--- src/sv/imrot_pkg.sv ---
// Shared constants, types and helpers for the nearest-neighbor image rotator.
package imrot_pkg;

  localparam int MAX_WIDTH      = 64;
  localparam int MAX_HEIGHT     = 64;
  localparam int PIXEL_BITS     = 16;
  localparam int COEF_FRAC_BITS = 14;

  localparam int DIM_BITS      = 7;
  localparam int COEF_BITS     = 16;
  localparam int COL_BITS      = $clog2(MAX_WIDTH);
  localparam int ROW_BITS      = $clog2(MAX_HEIGHT);
  localparam int STORE_DEPTH   = MAX_WIDTH * MAX_HEIGHT;
  localparam int ADDR_BITS     = $clog2(STORE_DEPTH);

  localparam int CFG_IDX_BITS  = 2;
  localparam int CFG_DATA_BITS = 16;

  localparam logic [CFG_IDX_BITS-1:0] CFG_FRAME_WIDTH  = 2'd0;
  localparam logic [CFG_IDX_BITS-1:0] CFG_FRAME_HEIGHT = 2'd1;
  localparam logic [CFG_IDX_BITS-1:0] CFG_COS_COEF     = 2'd2;
  localparam logic [CFG_IDX_BITS-1:0] CFG_SIN_COEF     = 2'd3;

  localparam logic KIND_LOAD = 1'b0;
  localparam logic KIND_REQ  = 1'b1;

  localparam int CMDQ_DEPTH    = 4;
  localparam int CMDQ_PTR_BITS = $clog2(CMDQ_DEPTH);
  localparam int CMDQ_CNT_BITS = $clog2(CMDQ_DEPTH + 1);

  localparam int OUT_DEPTH    = 8;
  localparam int OUT_PTR_BITS = $clog2(OUT_DEPTH);
  localparam int OUT_CNT_BITS = $clog2(OUT_DEPTH + 1);

  typedef struct packed {
    logic [DIM_BITS-1:0]         w;
    logic [DIM_BITS-1:0]         h;
    logic signed [COEF_BITS-1:0] cos_coef;
    logic signed [COEF_BITS-1:0] sin_coef;
  } cfg_t;

  typedef struct packed {
    logic                  is_req;
    logic [PIXEL_BITS-1:0] pix;
    logic [ADDR_BITS-1:0]  addr;
    logic [COL_BITS-1:0]   col;
    logic [ROW_BITS-1:0]   row;
    logic                  last;
  } cmd_t;

  typedef struct packed {
    logic [OUT_CNT_BITS-1:0] reserved;
    logic [OUT_CNT_BITS-1:0] out_cnt;
  } bstat_t;

  function automatic logic [DIM_BITS-1:0] clamp_dim(input logic [DIM_BITS-1:0] v,
                                                    input logic [DIM_BITS-1:0] maxv);
    logic [DIM_BITS-1:0] r;
    if (v == '0) begin
      r = DIM_BITS'(1);
    end else if (v > maxv) begin
      r = maxv;
    end else begin
      r = v;
    end
    return r;
  endfunction

endpackage

--- src/sv/imrot_cmdq.sv ---
// Command queue between front end and back end.
module imrot_cmdq import imrot_pkg::*; (
  input  logic clk,
  input  logic rst_n,
  input  logic push,
  input  cmd_t push_cmd,
  output logic ready,
  output logic valid,
  output cmd_t head,
  input  logic pop
);

  cmd_t                     q_r [CMDQ_DEPTH];
  logic [CMDQ_PTR_BITS-1:0] wr_ptr_r, wr_ptr_nxt;
  logic [CMDQ_PTR_BITS-1:0] rd_ptr_r, rd_ptr_nxt;
  logic [CMDQ_CNT_BITS-1:0] cnt_r, cnt_nxt;

  assign ready = (cnt_r != CMDQ_CNT_BITS'(CMDQ_DEPTH));
  assign valid = (cnt_r != '0);
  assign head  = q_r[rd_ptr_r];

  always_comb begin
    wr_ptr_nxt = push ? wr_ptr_r + CMDQ_PTR_BITS'(1) : wr_ptr_r;
    rd_ptr_nxt = pop ? rd_ptr_r + CMDQ_PTR_BITS'(1) : rd_ptr_r;
    cnt_nxt    = cnt_r + CMDQ_CNT_BITS'(push) - CMDQ_CNT_BITS'(pop);
  end

  always_ff @(posedge clk) begin
    if (push) begin
      q_r[wr_ptr_r] <= push_cmd;
    end
  end

  always_ff @(posedge clk) begin
    if (!rst_n) begin
      wr_ptr_r <= '0;
      rd_ptr_r <= '0;
      cnt_r    <= '0;
    end else begin
      wr_ptr_r <= wr_ptr_nxt;
      rd_ptr_r <= rd_ptr_nxt;
      cnt_r    <= cnt_nxt;
    end
  end

endmodule

--- config.mk ---
export PLATFORM = sky130hd
export DESIGN_NAME = imrot_cmdq
export DESIGN_NICKNAME = d
export VERILOG_FILES = /design/src/sv/imrot_pkg.sv /design/src/sv/imrot_cmdq.sv
export SDC_FILE = /design/constraint.sdc
export NUM_CORES = 1
export LEC_CHECK = 0
export ABC_AREA = 1
export BUFFER_PORTS_ARGS = -buffer_cell sky130_fd_sc_hd__buf_2
export CORE_ASPECT_RATIO = 0.8
export CORE_MARGIN = 2
export CORE_UTILIZATION = 62
export CTS_BUF_LIST = sky130_fd_sc_hd__clkbuf_8 sky130_fd_sc_hd__clkbuf_16
export DETAILED_ROUTE_END_ITERATION = 7
export HOLD_SLACK_MARGIN = 0.06
export PLACE_DENSITY = 0.84
export SYNTH_ARGS = -nofsm -noshare
export SYNTH_HDL_FRONTEND = slang
export SYNTH_SLANG_ARGS = --single-unit
--- constraint.sdc ---
create_clock -name clk -period 4.85 [get_ports clk]
set_input_delay 1.455 -clock clk [delete_from_list [all_inputs] [get_ports clk]]
set_output_delay 1.455 -clock clk [all_outputs]
set_load 0.01 [all_outputs]
Word-level counts from Yosys, hierarchy flattened
Memory sizes are Yosys's and may differ from the RTL's. A register that Yosys moved wholly into a read port is not among the register bits.
Index checks and enable logic that the tools add are counted.
{ "word_totals": {"memories": 1, "in_bits": 46, "output_inout_bits": 44, "ram_bits": 168, "regBits": 7, "elab_cells": 14} }
{ "classes": {"n_reduce_logical": 1, "n_eq_ne": 1, "add_sub_neg": 4, "mux": 4} }
{ "mem_list": {"columns": ["name", "depth", "width", "read_ports", "rd_ports_with_merged_regs", "wr", "line_no", "rtl"], "rows": [
  ["q_r", 4, 42, 1, 1, 1, "imrot_cmdq.sv:13", "cmd_t q_r [CMDQ_DEPTH];"]
]} }
{ "ops": {"columns": ["cell", "n"], "rows": [
  ["$add A2 B1 Y2 const B", 2],
  ["$mux W2", 2],
  ["$add A3 B1 Y3", 1],
  ["$ne A3 B3 Y1 const B", 1],
  ["$reduce_bool A3 Y1", 1],
  ["$sub A3 B1 Y3", 1],
  ["$mux W1", 2]
]} }

Depth between registers and ports, before layout
{ "logic_depth": {"ltp_word": 3, "depth_mapped": 9, "depth_no_buf": 9} }

Least setup slack after synthesis
No wires, ideal clock.
{ "synth_path": {"path_kind": "input to register", "from": "input push", "to": "memory q_r[0][0] in the netlist's numbering, enable pin", "setup_slack_ns": 2.140, "path_buffers": 0, "cell_stages": 2, "t_arrival_ns": 2.314, "setup_time_ns": 0.396, "required_ns": 4.454, "path_cell_list": "nand2_1 > inv_1"} }
{ "synth_between": {"elab_chain_len": 2} }
{ "synth_rtl": {"columns": ["item", "line_no", "rtl"], "rows": [
  ["from (decl)", "imrot_cmdq.sv:5", "input logic push,"],
  ["$mux W1", "imrot_cmdq.sv:29", "if (push) begin"],
  ["$mux W1 (not written as such)", "imrot_cmdq.sv:30", "q_r[wr_ptr_r] <= push_cmd;"],
  ["to (decl)", "imrot_cmdq.sv:13", null]
]} }
No other way between the ends.

==> metrics.md <==
| Metric | Value |
|---|---|
| Vias in the first global route | 4114 |
| Filler cells | 748 |
| Setup TNS | 0 ns |
| Logic pwr share | 9.1% |
| Synthesized Nets | 598 |
| H-tree levels | 4 |
| CTS Buf Count | 17 |
| Cell area after synthesis | 7380 µm² |
| Starting Density | 63.8% |
| Die Area | 12800 µm² |
| Count of warnings emitted by yosys | 0 |
| Sequential power share | 53.3% |
| Tcrit/Tclk final | 77.3% |
| Gr usage total | 20.4% |
| Post_cts resized | 0 |
| Reg area | 5230 µm² |
| CTS tree | done |
| Max Fanout on Critical Path | 68 |
| DRC viols | 0 |
| Postcts setup bufs | 0 |
| GPL Wtd Cong | 0.702 |
| Hold buffers post-CTS | 0 |
| Cells after synthesis | 545 |
| Ranking of synthesized cells by area | edfxtp_1 (68%), o211ai_2 (7.1%), inv_1 (5.0%) |
| WP data required | 3.39 ns |
| Int Pwr | 2.61 mW |
| Skew final | 0.00575 ns |
| Die X | 126 µm |
| Root Driver | clkbuf_16 |
| Port Buffers | 89 |
| Synth cell types | 18 |
| CP arrival | 2.30 ns |
| Leakage power | 3.27 nW |
| Via count | 4192 |
| Remaining antenna violation count after routing | 0 |
| Via density | 5.31 |
| Layout cells sized above 1 | 30.7% |
| Worst setup SP type | register |
| DRT iter0 DRCs | 372 |
| FMAX | 0.267 GHz |
| Clock tree sinks | 177 |
| First-pass GRT wire length | 19800 µm |
| Clock Path Buffers | 2 |
| CTS clk-pin slew, worst paths | 0.06 ns |
| CP Capture Type | primary output |
| Status | complete, no violations |
| Min Hold Slack | 0.465 ns |
| Core ar. | 11600 µm² |
| Initial antenna violation count | 2 |
| DP HPWL | 7290 µm |
| # diodes | 0 |
| Maximum vdd drop | 0.384 mV |
| Clock power frac | 37.6% |
| Unrepaired setup endpoints after global routing | no |
| Measured slew at the worst slew-check pin | 1.17 ns |
| Relative slew margins | 21.8% |
| DRT Wirelength | 12500 µm |
| Tmin final | 3.75 ns |
| Sequential share of the synthesized area | 70.8% |
| Sw Share | 22.9% |
| Slew Limit Fails | 0 |
| Final Hold Viols | 0 |
| Congestion Overflow GR | 0 |
| Die height | 102 µm |
| Drt wl/cell | 15.8 µm |
| CP Class | reg2out |
| IO Pins | 90 |
| Hold Startpoint | rd_ptr_r[1] |
| Net Switching | 0.773 mW |
| # nets final | 682 |
| Register bit count reported by yosys | 177 |
| Max-cap violation count | 0 |
| Pre-antenna DRT Iters | 7 |
| Multi-input logic area | 1540 µm² |
| Avg Cell Area, Syn | 13.5 µm² |
| Final setup vio count | 0 |
| Largest net degree at the start of global routing | 85 |
| Synth area leader | edfxtp_1 |
| Top-area cell type share of the netlist area | 68.4% |
| Row cnt | 35 |
| Reg-to-reg startpoint | wr_ptr_r[0] |
| Tightest Hold Check Type | reg2reg |
| Area Growth Syn to Fin | 13.3% |
| PwrDens | 405 nW/µm² |
| Worst skew pair latency | 0.41 ns |
-- routing by layer --
metal,GRT usage [%],vias to the layer above,wire length [µm]
li1,-,2050,-
met1,26.6,2016,5550
met2,33.4,113,6140
met3,6.50,11,731
met4,6.68,2,81
met5,0,-,13
-- cell usage in the layout, fill, tap and decap left out --
master and count:
inv_1 98, nor2_1 2, o211ai_2 42, o21ai_0 28
clkinv_4 1, edfxtp_1 168, inv_2 4, dfxtp_1 7
nand3_1 3, ha_1 6, buf_4 4, clkinv_2 2
buf_2 89, clkbuf_16 17, bufinv_16 2, o21ai_1 18
nand2_2 30, clkinvlp_4 4, nand2_1 63, clkinv_1 3
fa_1 1, a21oi_1 48, dfxtp_4 2
-- state kept, by name, indices dropped and copies added (netlist names), named ones only --
register / cells
rd_ptr_r: 2
q_r: 168
wr_ptr_r: 2
cnt_r: 3
-- power by group through the flow --
stage / Combinational, mW / Sequential (mW) / Clock [mW]
after detailed placement: 0.310 / 1.83 / 0
final: 0.309 / 1.80 / 1.27
after global placement: 0.298 / 1.83 / 0
after global routing: 0.347 / 1.81 / 1.35
after CTS: 0.313 / 1.80 / 1.28
after floorplan: 0.232 / 1.80 / 0
-- worst paths after layout --
| kind | slack, ns | end | cells past startpoint |
|---|---|---|---|
| max reg2reg | 3.03 | q_r[0][19] | 4 |
| max | 1.10 | head[36] | 5 |
| min reg2reg | 0.46 | register | 2 |
| min | 0.46 | register | 2 |
-- metrics by stage --
| step | cells | worst slack (ns) | total power [mW] | utilization (%) | instance area (µm²) |
|---|---|---|---|---|---|
| 6_report | 790 | 1.10 | 3.38 | 72.3 | 8360 |
| 3_3_place_gp | 758 | 1.59 | 2.13 | 67.5 | 7800 |
| 4_1_cts | 790 | 1.08 | 3.40 | 72.3 | 8360 |
| 5_1_grt | 790 | 0.938 | 3.51 | 72.3 | 8360 |
| 3_5_place_dp | 758 | 1.54 | 2.14 | 67.5 | 7800 |
| 2_1_floorplan | 545 | 2.14 | 2.03 | - | 7380 |
-- cells by family (layout without fill, tap and decap cells) --
| group | Yosys count | after routing | synth area share [%] |
|---|---|---|---|
| buffers and inverters | 127 | 224 | 8.31 |
| flip-flops | 177 | 177 | 70.8 |
| adder cells (fa/ha/maj) | 7 | 7 | 1.29 |
| AO/OA/AOI/OAI | 136 | 136 | 13.5 |
| AND/OR/NAND/NOR | 98 | 98 | 6.06 |
-- worst max-delay path, cell delays in order, from the launching register on --
cell and delay [ns]:
dfxtp_4 0.87, buf_4 0.45, a21oi_1 0.12, o21ai_1 0.13
nand2_1 0.11, buf_2 0.16
-- layout make-up --
| class | count | share of cell area (%) |
|---|---|---|
| Tap cell | 148 | 2.22 |
| Sequential cell | 177 | 62.6 |
| Clock buffer | 17 | 5.09 |
| Timing Repair Buffer | 93 | 5.69 |
| Clock inverter | 15 | 1.57 |
| Multi-Input combinational cell | 241 | 18.4 |
| Inverter | 99 | 4.45 |
-- cells in the mapped netlist, drive strengths merged --
cell type / count
edfxtp: 168
fa: 1
inv: 99
nand3: 3
o21ai: 46
ha: 6
nor2: 2
a21oi: 48
o211ai: 42
buf: 26
nand2: 93
dfxtp: 9
clkbuf: 2
(Power assumes the default switching activity.)
