$ cat config.mk
export PLATFORM = sky130hd
export DESIGN_NAME = imrot_front_flat
export DESIGN_NICKNAME = d
export VERILOG_FILES = /design/src/sv/imrot_pkg.sv /design/src/sv/imrot_in_if.sv /design/src/sv/imrot_front.sv /design/src/flat_wrapper.sv
export SDC_FILE = /design/constraint.sdc
export NUM_CORES = 1
export LEC_CHECK = 0
export BUFFER_PORTS_ARGS = -buffer_cell sky130_fd_sc_hd__buf_2
export CAP_MARGIN = 20
export CORE_MARGIN = 4
export CORE_UTILIZATION = 55
export CTS_CLUSTER_DIAMETER = 120
export DETAILED_ROUTE_END_ITERATION = 8
export GPL_TIMING_DRIVEN = 0
export MAX_ROUTING_LAYER = met4
export PLACE_DENSITY_LB_ADDON = 0.25
export SYNTH_ARGS = -nofsm -noshare
export SYNTH_HDL_FRONTEND = slang
export SYNTH_SLANG_ARGS = --single-unit
$ cat constraint.sdc
create_clock -name clk -period 7.4 [get_ports clk]
set_input_delay 0.74 -clock clk [delete_from_list [all_inputs] [get_ports clk]]
set_output_delay 0.74 -clock clk [all_outputs]
set_load 0.02 [all_outputs]
$ cat src/sv/imrot_pkg.sv
// Shared constants, types and helpers for the nearest-neighbor image rotator.
package imrot_pkg;

  localparam int MAX_WIDTH      = 64;
  localparam int MAX_HEIGHT     = 64;
  localparam int PIXEL_BITS     = 16;
  localparam int COEF_FRAC_BITS = 14;

  localparam int DIM_BITS      = 7;
  localparam int COEF_BITS     = 16;
  localparam int COL_BITS      = $clog2(MAX_WIDTH);
  localparam int ROW_BITS      = $clog2(MAX_HEIGHT);
  localparam int STORE_DEPTH   = MAX_WIDTH * MAX_HEIGHT;
  localparam int ADDR_BITS     = $clog2(STORE_DEPTH);

  localparam int CFG_IDX_BITS  = 2;
  localparam int CFG_DATA_BITS = 16;

  localparam logic [CFG_IDX_BITS-1:0] CFG_FRAME_WIDTH  = 2'd0;
  localparam logic [CFG_IDX_BITS-1:0] CFG_FRAME_HEIGHT = 2'd1;
  localparam logic [CFG_IDX_BITS-1:0] CFG_COS_COEF     = 2'd2;
  localparam logic [CFG_IDX_BITS-1:0] CFG_SIN_COEF     = 2'd3;

  localparam logic KIND_LOAD = 1'b0;
  localparam logic KIND_REQ  = 1'b1;

  localparam int CMDQ_DEPTH    = 4;
  localparam int CMDQ_PTR_BITS = $clog2(CMDQ_DEPTH);
  localparam int CMDQ_CNT_BITS = $clog2(CMDQ_DEPTH + 1);

  localparam int OUT_DEPTH    = 8;
  localparam int OUT_PTR_BITS = $clog2(OUT_DEPTH);
  localparam int OUT_CNT_BITS = $clog2(OUT_DEPTH + 1);

  typedef struct packed {
    logic [DIM_BITS-1:0]         w;
    logic [DIM_BITS-1:0]         h;
    logic signed [COEF_BITS-1:0] cos_coef;
    logic signed [COEF_BITS-1:0] sin_coef;
  } cfg_t;

  typedef struct packed {
    logic                  is_req;
    logic [PIXEL_BITS-1:0] pix;
    logic [ADDR_BITS-1:0]  addr;
    logic [COL_BITS-1:0]   col;
    logic [ROW_BITS-1:0]   row;
    logic                  last;
  } cmd_t;

  typedef struct packed {
    logic [OUT_CNT_BITS-1:0] reserved;
    logic [OUT_CNT_BITS-1:0] out_cnt;
  } bstat_t;

  function automatic logic [DIM_BITS-1:0] clamp_dim(input logic [DIM_BITS-1:0] v,
                                                    input logic [DIM_BITS-1:0] maxv);
    logic [DIM_BITS-1:0] r;
    if (v == '0) begin
      r = DIM_BITS'(1);
    end else if (v > maxv) begin
      r = maxv;
    end else begin
      r = v;
    end
    return r;
  endfunction

endpackage

$ cat src/sv/imrot_in_if.sv
// Input item channel: load or request, with source pixel.
interface imrot_in_if import imrot_pkg::*; ();
  logic                  valid;
  logic                  ready;
  logic                  kind;
  logic [PIXEL_BITS-1:0] pixel_in;

  modport source (output valid, kind, pixel_in, input ready);
  modport sink (input valid, kind, pixel_in, output ready);
endinterface

$ cat src/sv/imrot_front.sv
// Front end: accepts items, tracks load and output raster positions, builds commands.
module imrot_front import imrot_pkg::*; (
  input  logic       clk,
  input  logic       rst_n,
  imrot_in_if.sink   in_ch,
  input  cfg_t       cfg,
  input  logic       size_clr,
  input  logic       q_ready,
  output logic       push,
  output cmd_t       push_cmd
);

  logic [ADDR_BITS-1:0] load_pos_r, load_pos_nxt;
  logic [COL_BITS-1:0]  col_r, col_nxt;
  logic [ROW_BITS-1:0]  row_r, row_nxt;
  logic [ADDR_BITS:0]   total;
  logic [ADDR_BITS:0]   pos_inc;
  logic [DIM_BITS-1:0]  col_inc;
  logic [DIM_BITS-1:0]  row_inc;
  logic                 fire;

  assign in_ch.ready = q_ready;
  assign fire        = in_ch.valid && q_ready;
  assign total       = (ADDR_BITS+1)'(cfg.w) * (ADDR_BITS+1)'(cfg.h);
  assign pos_inc     = (ADDR_BITS+1)'(load_pos_r) + (ADDR_BITS+1)'(1);
  assign col_inc     = DIM_BITS'(col_r) + DIM_BITS'(1);
  assign row_inc     = DIM_BITS'(row_r) + DIM_BITS'(1);

  always_comb begin
    push            = fire;
    push_cmd.is_req = (in_ch.kind == KIND_REQ);
    push_cmd.pix    = in_ch.pixel_in;
    push_cmd.addr   = load_pos_r;
    push_cmd.col    = col_r;
    push_cmd.row    = row_r;
    push_cmd.last   = (DIM_BITS'(col_r) == cfg.w - DIM_BITS'(1)) &&
                      (DIM_BITS'(row_r) == cfg.h - DIM_BITS'(1));
  end

  always_comb begin
    load_pos_nxt = load_pos_r;
    col_nxt      = col_r;
    row_nxt      = row_r;
    if (size_clr) begin
      load_pos_nxt = '0;
      col_nxt      = '0;
      row_nxt      = '0;
    end else if (fire) begin
      if (in_ch.kind == KIND_LOAD) begin
        load_pos_nxt = (pos_inc >= total) ? '0 : pos_inc[ADDR_BITS-1:0];
      end else if (col_inc >= cfg.w) begin
        col_nxt = '0;
        row_nxt = (row_inc >= cfg.h) ? '0 : row_inc[ROW_BITS-1:0];
      end else begin
        col_nxt = col_inc[COL_BITS-1:0];
      end
    end
  end

  always_ff @(posedge clk) begin
    if (!rst_n) begin
      load_pos_r <= '0;
      col_r      <= '0;
      row_r      <= '0;
    end else begin
      load_pos_r <= load_pos_nxt;
      col_r      <= col_nxt;
      row_r      <= row_nxt;
    end
  end

endmodule

$ cat src/flat_wrapper.sv
// flat-port wrapper written by rule: the top's interface ports become plain ports
module imrot_front_flat import imrot_pkg::*;
  (clk, rst_n, cfg, size_clr, q_ready, push, push_cmd, in_ch_valid, in_ch_kind, in_ch_pixel_in, in_ch_ready);
  imrot_in_if in_ch_i ();
  input  logic clk;
  input  logic rst_n;
  input  cfg_t cfg;
  input  logic size_clr;
  input  logic q_ready;
  output logic push;
  output cmd_t push_cmd;
  input wire logic [$bits(in_ch_i.valid)-1:0] in_ch_valid;
  input wire logic [$bits(in_ch_i.kind)-1:0] in_ch_kind;
  input wire logic [$bits(in_ch_i.pixel_in)-1:0] in_ch_pixel_in;
  output wire logic [$bits(in_ch_i.ready)-1:0] in_ch_ready;
  assign in_ch_i.valid = in_ch_valid;
  assign in_ch_i.kind = in_ch_kind;
  assign in_ch_i.pixel_in = in_ch_pixel_in;
  assign in_ch_ready = in_ch_i.ready;
  imrot_front u_core (.clk(clk), .rst_n(rst_n), .in_ch(in_ch_i), .cfg(cfg), .size_clr(size_clr), .q_ready(q_ready), .push(push), .push_cmd(push_cmd));
endmodule
## Word-level counts from Yosys, hierarchy flattened

Index checks and enable logic that the tools add are counted.

- Divide/modulo/power cells: 0
- Multiplexer cells: 3
- Add/subtract/negate cells: 5
- Shifts and indexed selects: 0
- Reduce and logical (&&, ||, !) cells: 6
- Equal/unequal tests: 2
- $lt $le $gt $ge: 3
- Multipliers: 1
- Bitwise operators: 2

Operator list:

| operator | count |
|---|---|
| adder 6 x 1 -> 7 bit, second input constant | 2 |
| == test 6 x 7 -> 1 bit | 2 |
| greater-or-equal comparator 7 bit | 2 |
| subtractor 7 x 1 -> 7 bit, second input constant | 2 |
| adder 12 x 1 -> 13 bit, second input constant | 1 |
| greater-or-equal comparator 13 bit | 1 |
| multiplier 7 x 7 -> 13 bit | 1 |
| two-way mux 12 bit | 1 |
| two-way mux 6 bit | 2 |
| AND reduction 2 bit | 2 |
| AND reduction 3 bit | 1 |
| logical AND 1 bit | 2 |
| inverter 1 bit | 2 |
| OR reduction 2 bit | 1 |

- Memory bits (read-only): 0
- Memories kept: 0
- Bits in registers: 24
- Output and inout bits: 44
- Bits of input ports: 68
- Latch bits: 0
- Bits in writable memories: 0

## Longest topological paths before layout

Gate-level depths: netlist (run 1).

- Depth after elaboration: 3
- Mapped depth: 23

## Worst setup path after synthesis (run 1)

OpenSTA, ideal clock, no wires.

- Kind: input to register
- From: in cfg[35] (netlist bit)
- To: reg u_core.load_pos_r[0]
- Cell stages on the path: 23
- Arrival: 5803 ps
- Setup time: 68 ps
- Path slack: 1528 ps
- Path through: clkbuf_1 > clkinv_1 > nor2_1 > fa_1 > inv_1 > fa_1 > inv_1 > fa_1 > inv_1 > fa_1 > inv_1 > ha_1 > a21o_1 > a21oi_1 > a21oi_1 > nor4_1 > o2bb2ai_1 > ha_1 > or4_4 > buf_6 > nor2_1 > a22oi_4 > o21ai_2

- Cells in the longest elaborated chain, start to end: 3

Ends and longest elaborated chain:

| item | RTL line | source |
|---|---|---|
| start: declaration | flat_wrapper.sv:7 | `input cfg_t cfg;` |
| multiplier 7 x 7 -> 13 bit | imrot_front.sv:24 | `assign total = (ADDR_BITS+1)'(cfg.w) * (ADDR_BITS+1)'(cfg.h);` |
| greater-or-equal comparator 13 bit | imrot_front.sv:50 | `load_pos_nxt = (pos_inc >= total) ? '0 : pos_inc[ADDR_BITS-1:0];` |
| two-way mux 12 bit | imrot_front.sv:50 |  |
| end signal: assignment | imrot_front.sv:66 | `load_pos_r <= load_pos_nxt;` |
| end: declaration | imrot_front.sv:13 | `logic [ADDR_BITS-1:0] load_pos_r, load_pos_nxt;` |

No other way between the ends.
A chain may end at the register's enable or synchronous reset.

## Worst setup path after layout (run 1)

- From: in cfg[35] (netlist bit)
- To: reg u_core.load_pos_r[6]

Same word-level chain as after synthesis.

==> report_table.html, run 1 <==
<table>
<tr><th>Metric</th><th>Value</th></tr>
<tr><th colspan="2">Logic synthesis</th></tr>
<tr><td>EDFF count, synth</td><td>0</td></tr>
<tr><td>Warnings, synthesis</td><td>0</td></tr>
<tr><td>Post-synthesis net count</td><td>approximately 670</td></tr>
<tr><td>FF+latch count, synth</td><td>24</td></tr>
<tr><td>Average instance area after synthesis</td><td>7.92 sq um</td></tr>
<tr><td>Cells after Synth</td><td>513</td></tr>
<tr><td>Syn Std Cell Area</td><td>slightly above 4000 sq um</td></tr>
<tr><td>Sequential share of the synthesized area</td><td>11.8%</td></tr>
<tr><td>Asr flop ratio synth</td><td>0%</td></tr>
<tr><td>Distinct cell type count after synthesis</td><td>62</td></tr>
<tr><td>Prevailing post-synth register cell</td><td>sky130_fd_sc_hd__dfxtp_1</td></tr>
<tr><th colspan="2">Power</th></tr>
<tr><td>Static power due to leakage</td><td>2.24 nW</td></tr>
<tr><td>Power, Total</td><td>about 0.00062 W</td></tr>
<tr><td>Maximum vdd ir drop</td><td>80.6 uV</td></tr>
<tr><td>Power per Cell Area</td><td>137 nW/um^2</td></tr>
<tr><th colspan="2">Hold path</th></tr>
<tr><td>Path class of the lowest-slack min-delay path</td><td>reg -&gt; reg</td></tr>
<tr><th colspan="2">Worst setup path</th></tr>
<tr><td>Setup crit start kind</td><td>primary input</td></tr>
<tr><td>Max incr delay on CP</td><td>about 0.54 ns</td></tr>
<tr><td>Critical Path, Cell by Cell</td><td>clkbuf_1 -&gt; clkinv_1 -&gt; nor2_1 -&gt; fa_1 -&gt; inv_1 -&gt; fa_1 -&gt; inv_1 -&gt; fa_1 -&gt; inv_1 -&gt; fa_1 -&gt; inv_1 -&gt; ha_1 -&gt; a21o_1 -&gt; a21oi_1 -&gt; a21oi_1 -&gt; nor4_1 -&gt; o2bb2ai_1 -&gt; ha_1 -&gt; or4_4 -&gt; buf_6 -&gt; nor2_1 -&gt; a22oi_4 -&gt; o21ai_2</td></tr>
<tr><td>Arrival time of the worst setup path</td><td>roughly 6.5 ns</td></tr>
<tr><td>Number of buffers and inverters on the critical path</td><td>7</td></tr>
<tr><td>Kind of cell adding the most delay to the critical path</td><td>adder cells</td></tr>
<tr><td>Worst Setup Path Type</td><td>in -&gt; reg</td></tr>
<tr><td>Req. time, crit path</td><td>7.60 ns</td></tr>
<tr><td>Type of destination of the critical path</td><td>flop</td></tr>
<tr><td>Standard cell with the maximum stage delay on the critical path</td><td>sky130_fd_sc_hd__fa_1</td></tr>
<tr><td>Biggest fanout along the worst timing path</td><td>10</td></tr>
<tr><th colspan="2">Status</th></tr>
<tr><td>Status</td><td>finished clean</td></tr>
<tr><th colspan="2">Detailed routing</th></tr>
<tr><td>TritonRoute pass-1 iters</td><td>4</td></tr>
<tr><td>Via density per instance</td><td>5.60</td></tr>
<tr><td>Count of nets left with antenna violations after detail routing</td><td>0</td></tr>
<tr><td>DRC violation total after the first TritonRoute iteration</td><td>188</td></tr>
<tr><td>Routed WL per cell</td><td>14.0 um</td></tr>
<tr><td>Via count</td><td>3,781</td></tr>
<tr><td>Routed Wire Length</td><td>9440 um</td></tr>
<tr><td>Detailed-route DRC error count</td><td>0</td></tr>
<tr><th colspan="2">Timing</th></tr>
<tr><td>Worst clock skew</td><td>0.00153 ns</td></tr>
<tr><td>Final count of pins violating max slew</td><td>0</td></tr>
<tr><td>Final clock period utilization by the worst path</td><td>84.8%</td></tr>
<tr><td>Hold WS</td><td>a little over 0.5 ns</td></tr>
<tr><td>Setup TNS</td><td>0 ns</td></tr>
<tr><td>Count of final setup violators</td><td>0</td></tr>
<tr><td>Highest attainable clock frequency</td><td>0.159 GHz</td></tr>
<tr><td>Tmin final</td><td>6.28 ns</td></tr>
<tr><td>Min setup slack post-route</td><td>1.12 ns</td></tr>
<tr><td>RSZ-0062 raised after global routing</td><td>false</td></tr>
<tr><td>Slew at the pin with the worst max-slew slack</td><td>a little over 0.5 ns</td></tr>
<tr><td>Final hold vios</td><td>0</td></tr>
<tr><td>Max-slew headroom</td><td>65.8%</td></tr>
<tr><th colspan="2">Global route</th></tr>
<tr><td>Tot GR Track Use</td><td>23.0%</td></tr>
<tr><td>Remaining global-route overflow</td><td>0</td></tr>
<tr><td>Number of global-route vias before repair</td><td>3,598</td></tr>
<tr><td>Largest net degree at the start of global routing</td><td>13</td></tr>
<tr><td>Wire length of the first global-routing pass</td><td>around 17,000 um</td></tr>
<tr><td>Initial antenna violation count</td><td>0</td></tr>
<tr><th colspan="2">Place</th></tr>
<tr><td>Global placer's final weighted congestion</td><td>0.917</td></tr>
<tr><td>Final HPWL from detailed placement</td><td>7920 um</td></tr>
<tr><td>Dpl ws</td><td>0.968 ns</td></tr>
<tr><td>Input/output buffers</td><td>60</td></tr>
<tr><td>Placed Instances</td><td>672</td></tr>
<tr><th colspan="2">CTS</th></tr>
<tr><td>Clock Tree Root</td><td>sky130_fd_sc_hd__clkbuf_8</td></tr>
<tr><td>Later-pin clock latency in the skew report</td><td>0.28 ns</td></tr>
<tr><td>CTS sink count</td><td>24</td></tr>
<tr><td>Buffer levels on the longest clock path</td><td>2</td></tr>
<tr><td>CTS H-Tree Depth</td><td>1</td></tr>
<tr><td>Post-CTS repair timing setup buffer count</td><td>0</td></tr>
<tr><td>Clock transition at the register clock pins on the worst setup and hold paths after CTS</td><td>0.08 ns</td></tr>
<tr><td>CTS tree</td><td>yes</td></tr>
<tr><td>Hold buffer count at cts</td><td>0</td></tr>
<tr><td>Clock buffers created by TritonCTS</td><td>3</td></tr>
<tr><td>Number of resized instances in the post-cts repair step</td><td>0</td></tr>
<tr><th colspan="2">Finish</th></tr>
<tr><td>Fillers</td><td>~680</td></tr>
<tr><td>Share of cells above drive strength 1</td><td>17.7%</td></tr>
<tr><td>Area used by multi-input combinational logic</td><td>3190 sq um</td></tr>
<tr><td>Layout area overhead</td><td>11.5%</td></tr>
<tr><td>FF+latch area</td><td>480 sq um</td></tr>
<tr><td>Final non-filler cell total</td><td>675</td></tr>
<tr><td>Antenna Cells</td><td>0</td></tr>
<tr><td>Total Nets Final</td><td>731</td></tr>
<tr><th colspan="2">Die</th></tr>
<tr><td>DIE AREA</td><td>about 8800 sq um</td></tr>
<tr><td>Starting density of the core</td><td>56.3%</td></tr>
<tr><td>Num ports</td><td>112</td></tr>
<tr><td>Y dimension of the die</td><td>93.9 um</td></tr>
<tr><td>Die Span X</td><td>93.9 um</td></tr>
<tr><td>Placement Rows</td><td>31</td></tr>
<tr><td>Std-Cell Core Area</td><td>7210 sq um</td></tr>
<tr><th colspan="2">Flow run</th></tr>
<tr><td>Max Cap Viol</td><td>0</td></tr>
</table>
## worst register-to-register path: stages, from the launching register on
cell and delay [ns]:
sky130_fd_sc_hd__dfxtp_1 0.45, sky130_fd_sc_hd__ha_1 0.31, sky130_fd_sc_hd__nand3_1 0.28, sky130_fd_sc_hd__nor2_1 0.30, sky130_fd_sc_hd__and4_1 0.25, sky130_fd_sc_hd__xnor2_1 0.17
sky130_fd_sc_hd__inv_1 0.07, sky130_fd_sc_hd__ha_1 0.31, sky130_fd_sc_hd__a211oi_1 0.09, sky130_fd_sc_hd__nor2_2 0.35, sky130_fd_sc_hd__nor2_1 0.19, sky130_fd_sc_hd__a22oi_4 0.47
sky130_fd_sc_hd__o21ai_2 0.09
## final timing paths
check	startpoint	end	slack, ns	depth (start not counted)
max	cfg[35]	u_core.load_pos_r[6]$_SDFFE_PP0P_	1.12	23
min	u_core.load_pos_r[10]$_SDFFE_PP0P_	u_core.load_pos_r[10]$_SDFFE_PP0P_	0.51	2
max reg2reg	u_core.load_pos_r[0]$_SDFFE_PP0P_	u_core.load_pos_r[6]$_SDFFE_PP0P_	3.96	12
min reg2reg	u_core.load_pos_r[10]$_SDFFE_PP0P_	u_core.load_pos_r[10]$_SDFFE_PP0P_	0.51	2
## layer usage
metal / GRT usage (%) / vias to the layer above / share of wire (%)
li1: - / 1885 / -
met2: 37.1 / 106 / 47
met3: 0.721 / 3 / 5.5
met1: 32.9 / 1787 / 47
met4: 3.97 / 0 / 0.29
met5: - / - / 0
## synthesized netlist by cell type (6+ instances only)
cell	n	area [sq um]
sky130_fd_sc_hd__clkbuf_1	11	41.3
sky130_fd_sc_hd__dfxtp_1	24	480
sky130_fd_sc_hd__fa_1	23	460
sky130_fd_sc_hd__nand2_1	48	180
sky130_fd_sc_hd__a211oi_1	10	75.1
sky130_fd_sc_hd__buf_4	18	135
sky130_fd_sc_hd__xor2_1	17	149
sky130_fd_sc_hd__nand3_1	14	70.1
sky130_fd_sc_hd__nor3_1	14	70.1
sky130_fd_sc_hd__nor2_1	58	218
sky130_fd_sc_hd__inv_1	47	176
sky130_fd_sc_hd__nor2b_1	7	43.8
sky130_fd_sc_hd__o21ai_0	9	45.0
sky130_fd_sc_hd__nand2b_1	8	50.1
sky130_fd_sc_hd__ha_1	62	776
sky130_fd_sc_hd__o21ai_2	10	87.6
sky130_fd_sc_hd__xnor2_1	26	228
sky130_fd_sc_hd__nor4_1	6	37.5
sky130_fd_sc_hd__a21oi_1	16	80.1
## layout by cell type, fill, tap and decap left out, types with 16 or more instances in the layout
master,instances
sky130_fd_sc_hd__inv_1,47
sky130_fd_sc_hd__fa_1,23
sky130_fd_sc_hd__nor2_1,58
sky130_fd_sc_hd__nand2_1,48
sky130_fd_sc_hd__dfxtp_1,24
sky130_fd_sc_hd__buf_4,18
sky130_fd_sc_hd__buf_2,61
sky130_fd_sc_hd__ha_1,62
sky130_fd_sc_hd__a21oi_1,16
sky130_fd_sc_hd__xnor2_1,26
sky130_fd_sc_hd__xor2_1,17
## through the flow
stage	utilization (%)	cell area [sq um]
after detailed placement	62.2	4490
after global placement	62.2	4490
after CTS	62.8	4530
final	62.8	4530
after global routing	62.8	4530
after floorplan	-	4060
## flip-flops by register name (all words and copies together), names as in the netlist
name / count
u_core.row_r: 6
u_core.load_pos_r: 12
u_core.col_r: 6
## where the power goes
group | leakage (nW) | internal, W | switching [W] | total [W]
sequential | 0.193 | 0.000130 | 0.00000156 | 0.000131
combinational | 2.02 | 0.000176 | 0.000231 | 0.000407
clock | 0.0216 | 0.0000366 | 0.0000451 | 0.0000816
total | 2.24 | 0.000342 | 0.000278 | 0.000620
## kinds of logic (layout without fill, tap and decap cells)
family	after synthesis	count (layout)	synth area share (%)
and+or+nand+nor	189	189	23.2
AOI/OAI and AO/OA	86	86	15.2
muxes	2	2	0.493
adders and majority gates	85	85	30.4
buffers and inverters	84	147	9.64
DFF	24	24	11.8
xor gates and xnor gates	43	43	9.27
## layout make-up
type                            count  area share, %
Timing Repair Buffer               60           6.63
Buffer                             32           4.34
Tap cell                           99           2.74
Multi-Input combinational cell    405           70.5
Inverter                           52           4.31
Sequential cell                    24           10.6
Clock buffer                        3          0.912
Note: power is estimated with default switching activity, not from simulation.
==> run 2: changes to the inputs <==
Settings changed: CORE_UTILIZATION 55 to 49.
Clock period 7.4 ns to 5.65 ns, I/O delays scaled along.
==> run 2 against run 1 <==
Net effect:
- worst hold slack better by 0.0027 ns
- critical path depth stayed put
- sequential power is 31% higher
- routed wire length is 4.8% higher
- critical path type unchanged
- first-iteration DRC count is 6.9% higher
- final cell count is 1.8% higher
- critical endpoint is now u_core.load_pos_r[0]$_SDFFE_PP0P_
==> report_table.html, run 2 (synthesis gave the netlist of run 1 again) <==
<table>
<tr><th>Metric</th><th>Value</th></tr>
<tr><th colspan="2">Timing</th></tr>
<tr><td>Final hold vios</td><td>0 (unchanged)</td></tr>
<tr><td>Worst clock skew</td><td>0.00155 ns (was 0.00153 ns)</td></tr>
<tr><td>Setup TNS</td><td>0 ns (unchanged)</td></tr>
<tr><td>Count of final setup violators</td><td>0 (unchanged)</td></tr>
<tr><td>Tmin final</td><td>~5.5 ns</td></tr>
<tr><td>Hold WS</td><td>0.510 ns (was 0.507 ns)</td></tr>
<tr><td>Final clock period utilization by the worst path</td><td>97.4%</td></tr>
<tr><td>Highest attainable clock frequency</td><td>0.182 GHz</td></tr>
<tr><td>Max-slew headroom</td><td>68.2% (was 65.8%)</td></tr>
<tr><td>Final count of pins violating max slew</td><td>0 (unchanged)</td></tr>
<tr><td>Slew at the pin with the worst max-slew slack</td><td>0.475 ns (was 0.510 ns)</td></tr>
<tr><th colspan="2">Detailed routing</th></tr>
<tr><td>Detailed-route DRC error count</td><td>0 (unchanged)</td></tr>
<tr><td>DRC violation total after the first TritonRoute iteration</td><td>201 (was 188)</td></tr>
<tr><td>Count of nets left with antenna violations after detail routing</td><td>0 (unchanged)</td></tr>
<tr><td>TritonRoute pass-1 iters</td><td>5 (was 4)</td></tr>
<tr><td>Routed Wire Length</td><td>9890 um (was 9440 um)</td></tr>
<tr><td>Via count</td><td>3,901 (was 3,781)</td></tr>
<tr><td>Via density per instance</td><td>5.68 (was 5.60)</td></tr>
<tr><td>Routed WL per cell</td><td>14.4 um (was 14.0 um)</td></tr>
<tr><th colspan="2">Finish</th></tr>
<tr><td>Flip-flop count of the largest register after layout</td><td>12 (unchanged)</td></tr>
<tr><td>Post-layout instance area</td><td>4690 sq um (was 4530 sq um)</td></tr>
<tr><td>Most frequent cells in the layout</td><td>60 x sky130_fd_sc_hd__buf_2, 58 x sky130_fd_sc_hd__ha_1, 57 x sky130_fd_sc_hd__nor2_1 (was 62 x sky130_fd_sc_hd__ha_1, 61 x sky130_fd_sc_hd__buf_2, 58 x sky130_fd_sc_hd__nor2_1)</td></tr>
<tr><td>Commonest non-fill, non-tap cell in the layout</td><td>sky130_fd_sc_hd__buf_2 (was sky130_fd_sc_hd__ha_1)</td></tr>
<tr><td>Biggest registers after layout</td><td>u_core.load_pos_r (12), u_core.col_r (6), u_core.row_r (6) (unchanged)</td></tr>
<tr><td>Fillers</td><td>689 (was 684)</td></tr>
<tr><td>Layout area overhead</td><td>15.5% (was 11.5%)</td></tr>
<tr><td>Antenna Cells</td><td>0 (unchanged)</td></tr>
<tr><td>Register containing the most flip-flops in the final layout</td><td>u_core.load_pos_r (unchanged)</td></tr>
<tr><td>Total Nets Final</td><td>740 (was 731)</td></tr>
<tr><td>Share of cells above drive strength 1</td><td>22.2% (was 17.7%)</td></tr>
<tr><th colspan="2">Die</th></tr>
<tr><td>Num ports</td><td>112 (unchanged)</td></tr>
<tr><td>Std-Cell Core Area</td><td>7890 sq um (was 7210 sq um)</td></tr>
<tr><td>Starting density of the core</td><td>51.5% (was 56.3%)</td></tr>
<tr><td>Die Span X</td><td>99.1 um (was 93.9 um)</td></tr>
<tr><td>DIE AREA</td><td>9810 sq um (was 8830 sq um)</td></tr>
<tr><td>Placement Rows</td><td>32 (was 31)</td></tr>
<tr><td>Y dimension of the die</td><td>99.1 um (was 93.9 um)</td></tr>
<tr><th colspan="2">Place</th></tr>
<tr><td>Input/output buffers</td><td>60 (unchanged)</td></tr>
<tr><td>Total placed instance area</td><td>4500 sq um (was 4490 sq um)</td></tr>
<tr><td>Global placer's final weighted congestion</td><td>0.858 (was 0.917)</td></tr>
<tr><td>Final HPWL from detailed placement</td><td>7880 um (was 7920 um)</td></tr>
<tr><th colspan="2">Worst setup path</th></tr>
<tr><td>Type of destination of the critical path</td><td>flop (unchanged)</td></tr>
<tr><td>Biggest fanout along the worst timing path</td><td>7 (was 10)</td></tr>
<tr><td>Max incr delay on CP</td><td>0.58 ns (was 0.54 ns)</td></tr>
<tr><td>Setup crit start kind</td><td>primary input (unchanged)</td></tr>
<tr><td>Arrival time of the worst setup path</td><td>5.72 ns (was 6.48 ns)</td></tr>
<tr><td>Critical Path, Cell by Cell</td><td>buf_2 -&gt; clkinv_2 -&gt; nor2_1 -&gt; fa_1 -&gt; inv_1 -&gt; fa_1 -&gt; inv_1 -&gt; fa_1 -&gt; inv_1 -&gt; fa_1 -&gt; inv_1 -&gt; ha_4 -&gt; a21o_1 -&gt; a21oi_2 -&gt; a21oi_2 -&gt; nor4_1 -&gt; o2bb2ai_1 -&gt; ha_2 -&gt; or4_4 -&gt; nor4_4 -&gt; a22oi_2 -&gt; buf_4 -&gt; o21ai_2 (was clkbuf_1 -&gt; clkinv_1 -&gt; nor2_1 -&gt; fa_1 -&gt; inv_1 -&gt; fa_1 -&gt; inv_1 -&gt; fa_1 -&gt; inv_1 -&gt; fa_1 -&gt; inv_1 -&gt; ha_1 -&gt; a21o_1 -&gt; a21oi_1 -&gt; a21oi_1 -&gt; nor4_1 -&gt; o2bb2ai_1 -&gt; ha_1 -&gt; or4_4 -&gt; buf_6 -&gt; nor2_1 -&gt; a22oi_4 -&gt; o21ai_2)</td></tr>
<tr><td>Worst Setup Path Type</td><td>in -&gt; reg (unchanged)</td></tr>
<tr><td>Req. time, crit path</td><td>5.87 ns (was 7.60 ns)</td></tr>
<tr><td>Standard cell with the maximum stage delay on the critical path</td><td>sky130_fd_sc_hd__or4_4 (was sky130_fd_sc_hd__fa_1)</td></tr>
<tr><th colspan="2">CTS</th></tr>
<tr><td>Clock transition at the register clock pins on the worst setup and hold paths after CTS</td><td>0.09 ns (was 0.08 ns)</td></tr>
<tr><td>Clock Tree Root</td><td>sky130_fd_sc_hd__clkbuf_8 (unchanged)</td></tr>
<tr><td>CTS tree</td><td>yes (unchanged)</td></tr>
<tr><td>Buffer levels on the longest clock path</td><td>2 (unchanged)</td></tr>
<tr><td>Later-pin clock latency in the skew report</td><td>0.27 ns (was 0.28 ns)</td></tr>
<tr><td>Clock buffers created by TritonCTS</td><td>3 (unchanged)</td></tr>
<tr><td>CTS sink count</td><td>24 (unchanged)</td></tr>
<tr><td>CTS H-Tree Depth</td><td>1 (unchanged)</td></tr>
<tr><td>Hold buffer count at cts</td><td>0 (unchanged)</td></tr>
<tr><th colspan="2">Power</th></tr>
<tr><td>Power per Cell Area</td><td>183 nW/um^2 (was 137 nW/um^2)</td></tr>
<tr><td>Power, Total</td><td>0.000861 W (was 0.000620 W)</td></tr>
<tr><td>Static power due to leakage</td><td>2.29 nW (was 2.24 nW)</td></tr>
<tr><td>Maximum vdd ir drop</td><td>127 uV (was 80.6 uV)</td></tr>
<tr><th colspan="2">Global route</th></tr>
<tr><td>Initial antenna violation count</td><td>0 (unchanged)</td></tr>
<tr><td>Remaining global-route overflow</td><td>0 (unchanged)</td></tr>
<tr><td>Largest net degree at the start of global routing</td><td>13 (unchanged)</td></tr>
<tr><td>Tot GR Track Use</td><td>20.1% (was 23.0%)</td></tr>
<tr><td>Number of global-route vias before repair</td><td>3,576 (was 3,598)</td></tr>
<tr><td>Wire length of the first global-routing pass</td><td>16,200 um (was 16,500 um)</td></tr>
<tr><th colspan="2">Status</th></tr>
<tr><td>Status</td><td>finished clean (unchanged)</td></tr>
<tr><th colspan="2">Flow run</th></tr>
<tr><td>Max Cap Viol</td><td>0 (unchanged)</td></tr>
<tr><th colspan="2">Hold path</th></tr>
<tr><td>Path class of the lowest-slack min-delay path</td><td>reg -&gt; reg (unchanged)</td></tr>
</table>
-- run 2: power by group --
| group | internal, W | total (W) | leakage [nW] | switching, W |
|---|---|---|---|---|
| combinational | 0.000256 | 0.000583 | 2.07 | 0.000327 |
| sequential | 0.000170 | 0.000172 | 0.193 | 0.00000222 |
| clock | 0.0000479 | 0.000106 | 0.0216 | 0.0000577 |
-- run 2: stage by stage --
step                worst slack, ns  util [%]  std cells
global route                -0.0569      59.5        687
finish                        0.149      59.5        687
floorplan                    0.0157         -        513
CTS                         0.00380      58.2        683
detailed placement           -0.525      57.0        675
global placement             -0.477      57.0        675
-- run 2: area by class of cell --
cell class | instances | area [sq um] | area share (%)
Buffer | 31 | 190 | 4.05
Clock buffer | 3 | 41.3 | 0.880
Inverter | 52 | 214 | 4.56
Multi-Input combinational cell | 406 | 3260 | 69.5
Sequential cell | 24 | 480 | 10.2
Tap cell | 102 | 128 | 2.72
Timing Repair Buffer | 69 | 377 | 8.02
-- run 2: repair_timing --
action / in CTS / in global routing
pin swaps: 4 / 11
gates resized for setup: 7 / 23
buffers inserted: 4 / 5
endpoints found under the hold margin: 0 / 0
gates cloned: 1 / 0
setup endpoints to repair: 12 / 12
-- run 2: worst max-delay path: cells and delay by family --
family,cells,cell delay [ns]
buf+inv,7,0.62
simple gates,4,1.25
fa+ha+maj,6,2.42
compound gates,6,0.85
-- run 2: worst paths after layout --
kind,start,to,slack (ns),cells after the start
worst max-delay path,cfg[35],u_core.load_pos_r[0]$_SDFFE_PP0P_,0.15,23
worst min-delay path,u_core.load_pos_r[11]$_SDFFE_PP0P_,u_core.load_pos_r[11]$_SDFFE_PP0P_,0.51,2
worst max register to register,u_core.load_pos_r[0]$_SDFFE_PP0P_,u_core.load_pos_r[0]$_SDFFE_PP0P_,2.37,13
worst min register to register,u_core.load_pos_r[11]$_SDFFE_PP0P_,u_core.load_pos_r[11]$_SDFFE_PP0P_,0.51,2
-- run 2: routing by layer --
| metal | track usage (%) | up-vias | wire (um) |
|---|---|---|---|
| met4 | 4.62 | 0 | 135 |
| met1 | 27.3 | 1838 | 4580 |
| met2 | 32.0 | 130 | 4600 |
| met5 | - | - | 0 |
| met3 | 2.19 | 16 | 581 |
| li1 | - | 1917 | - |
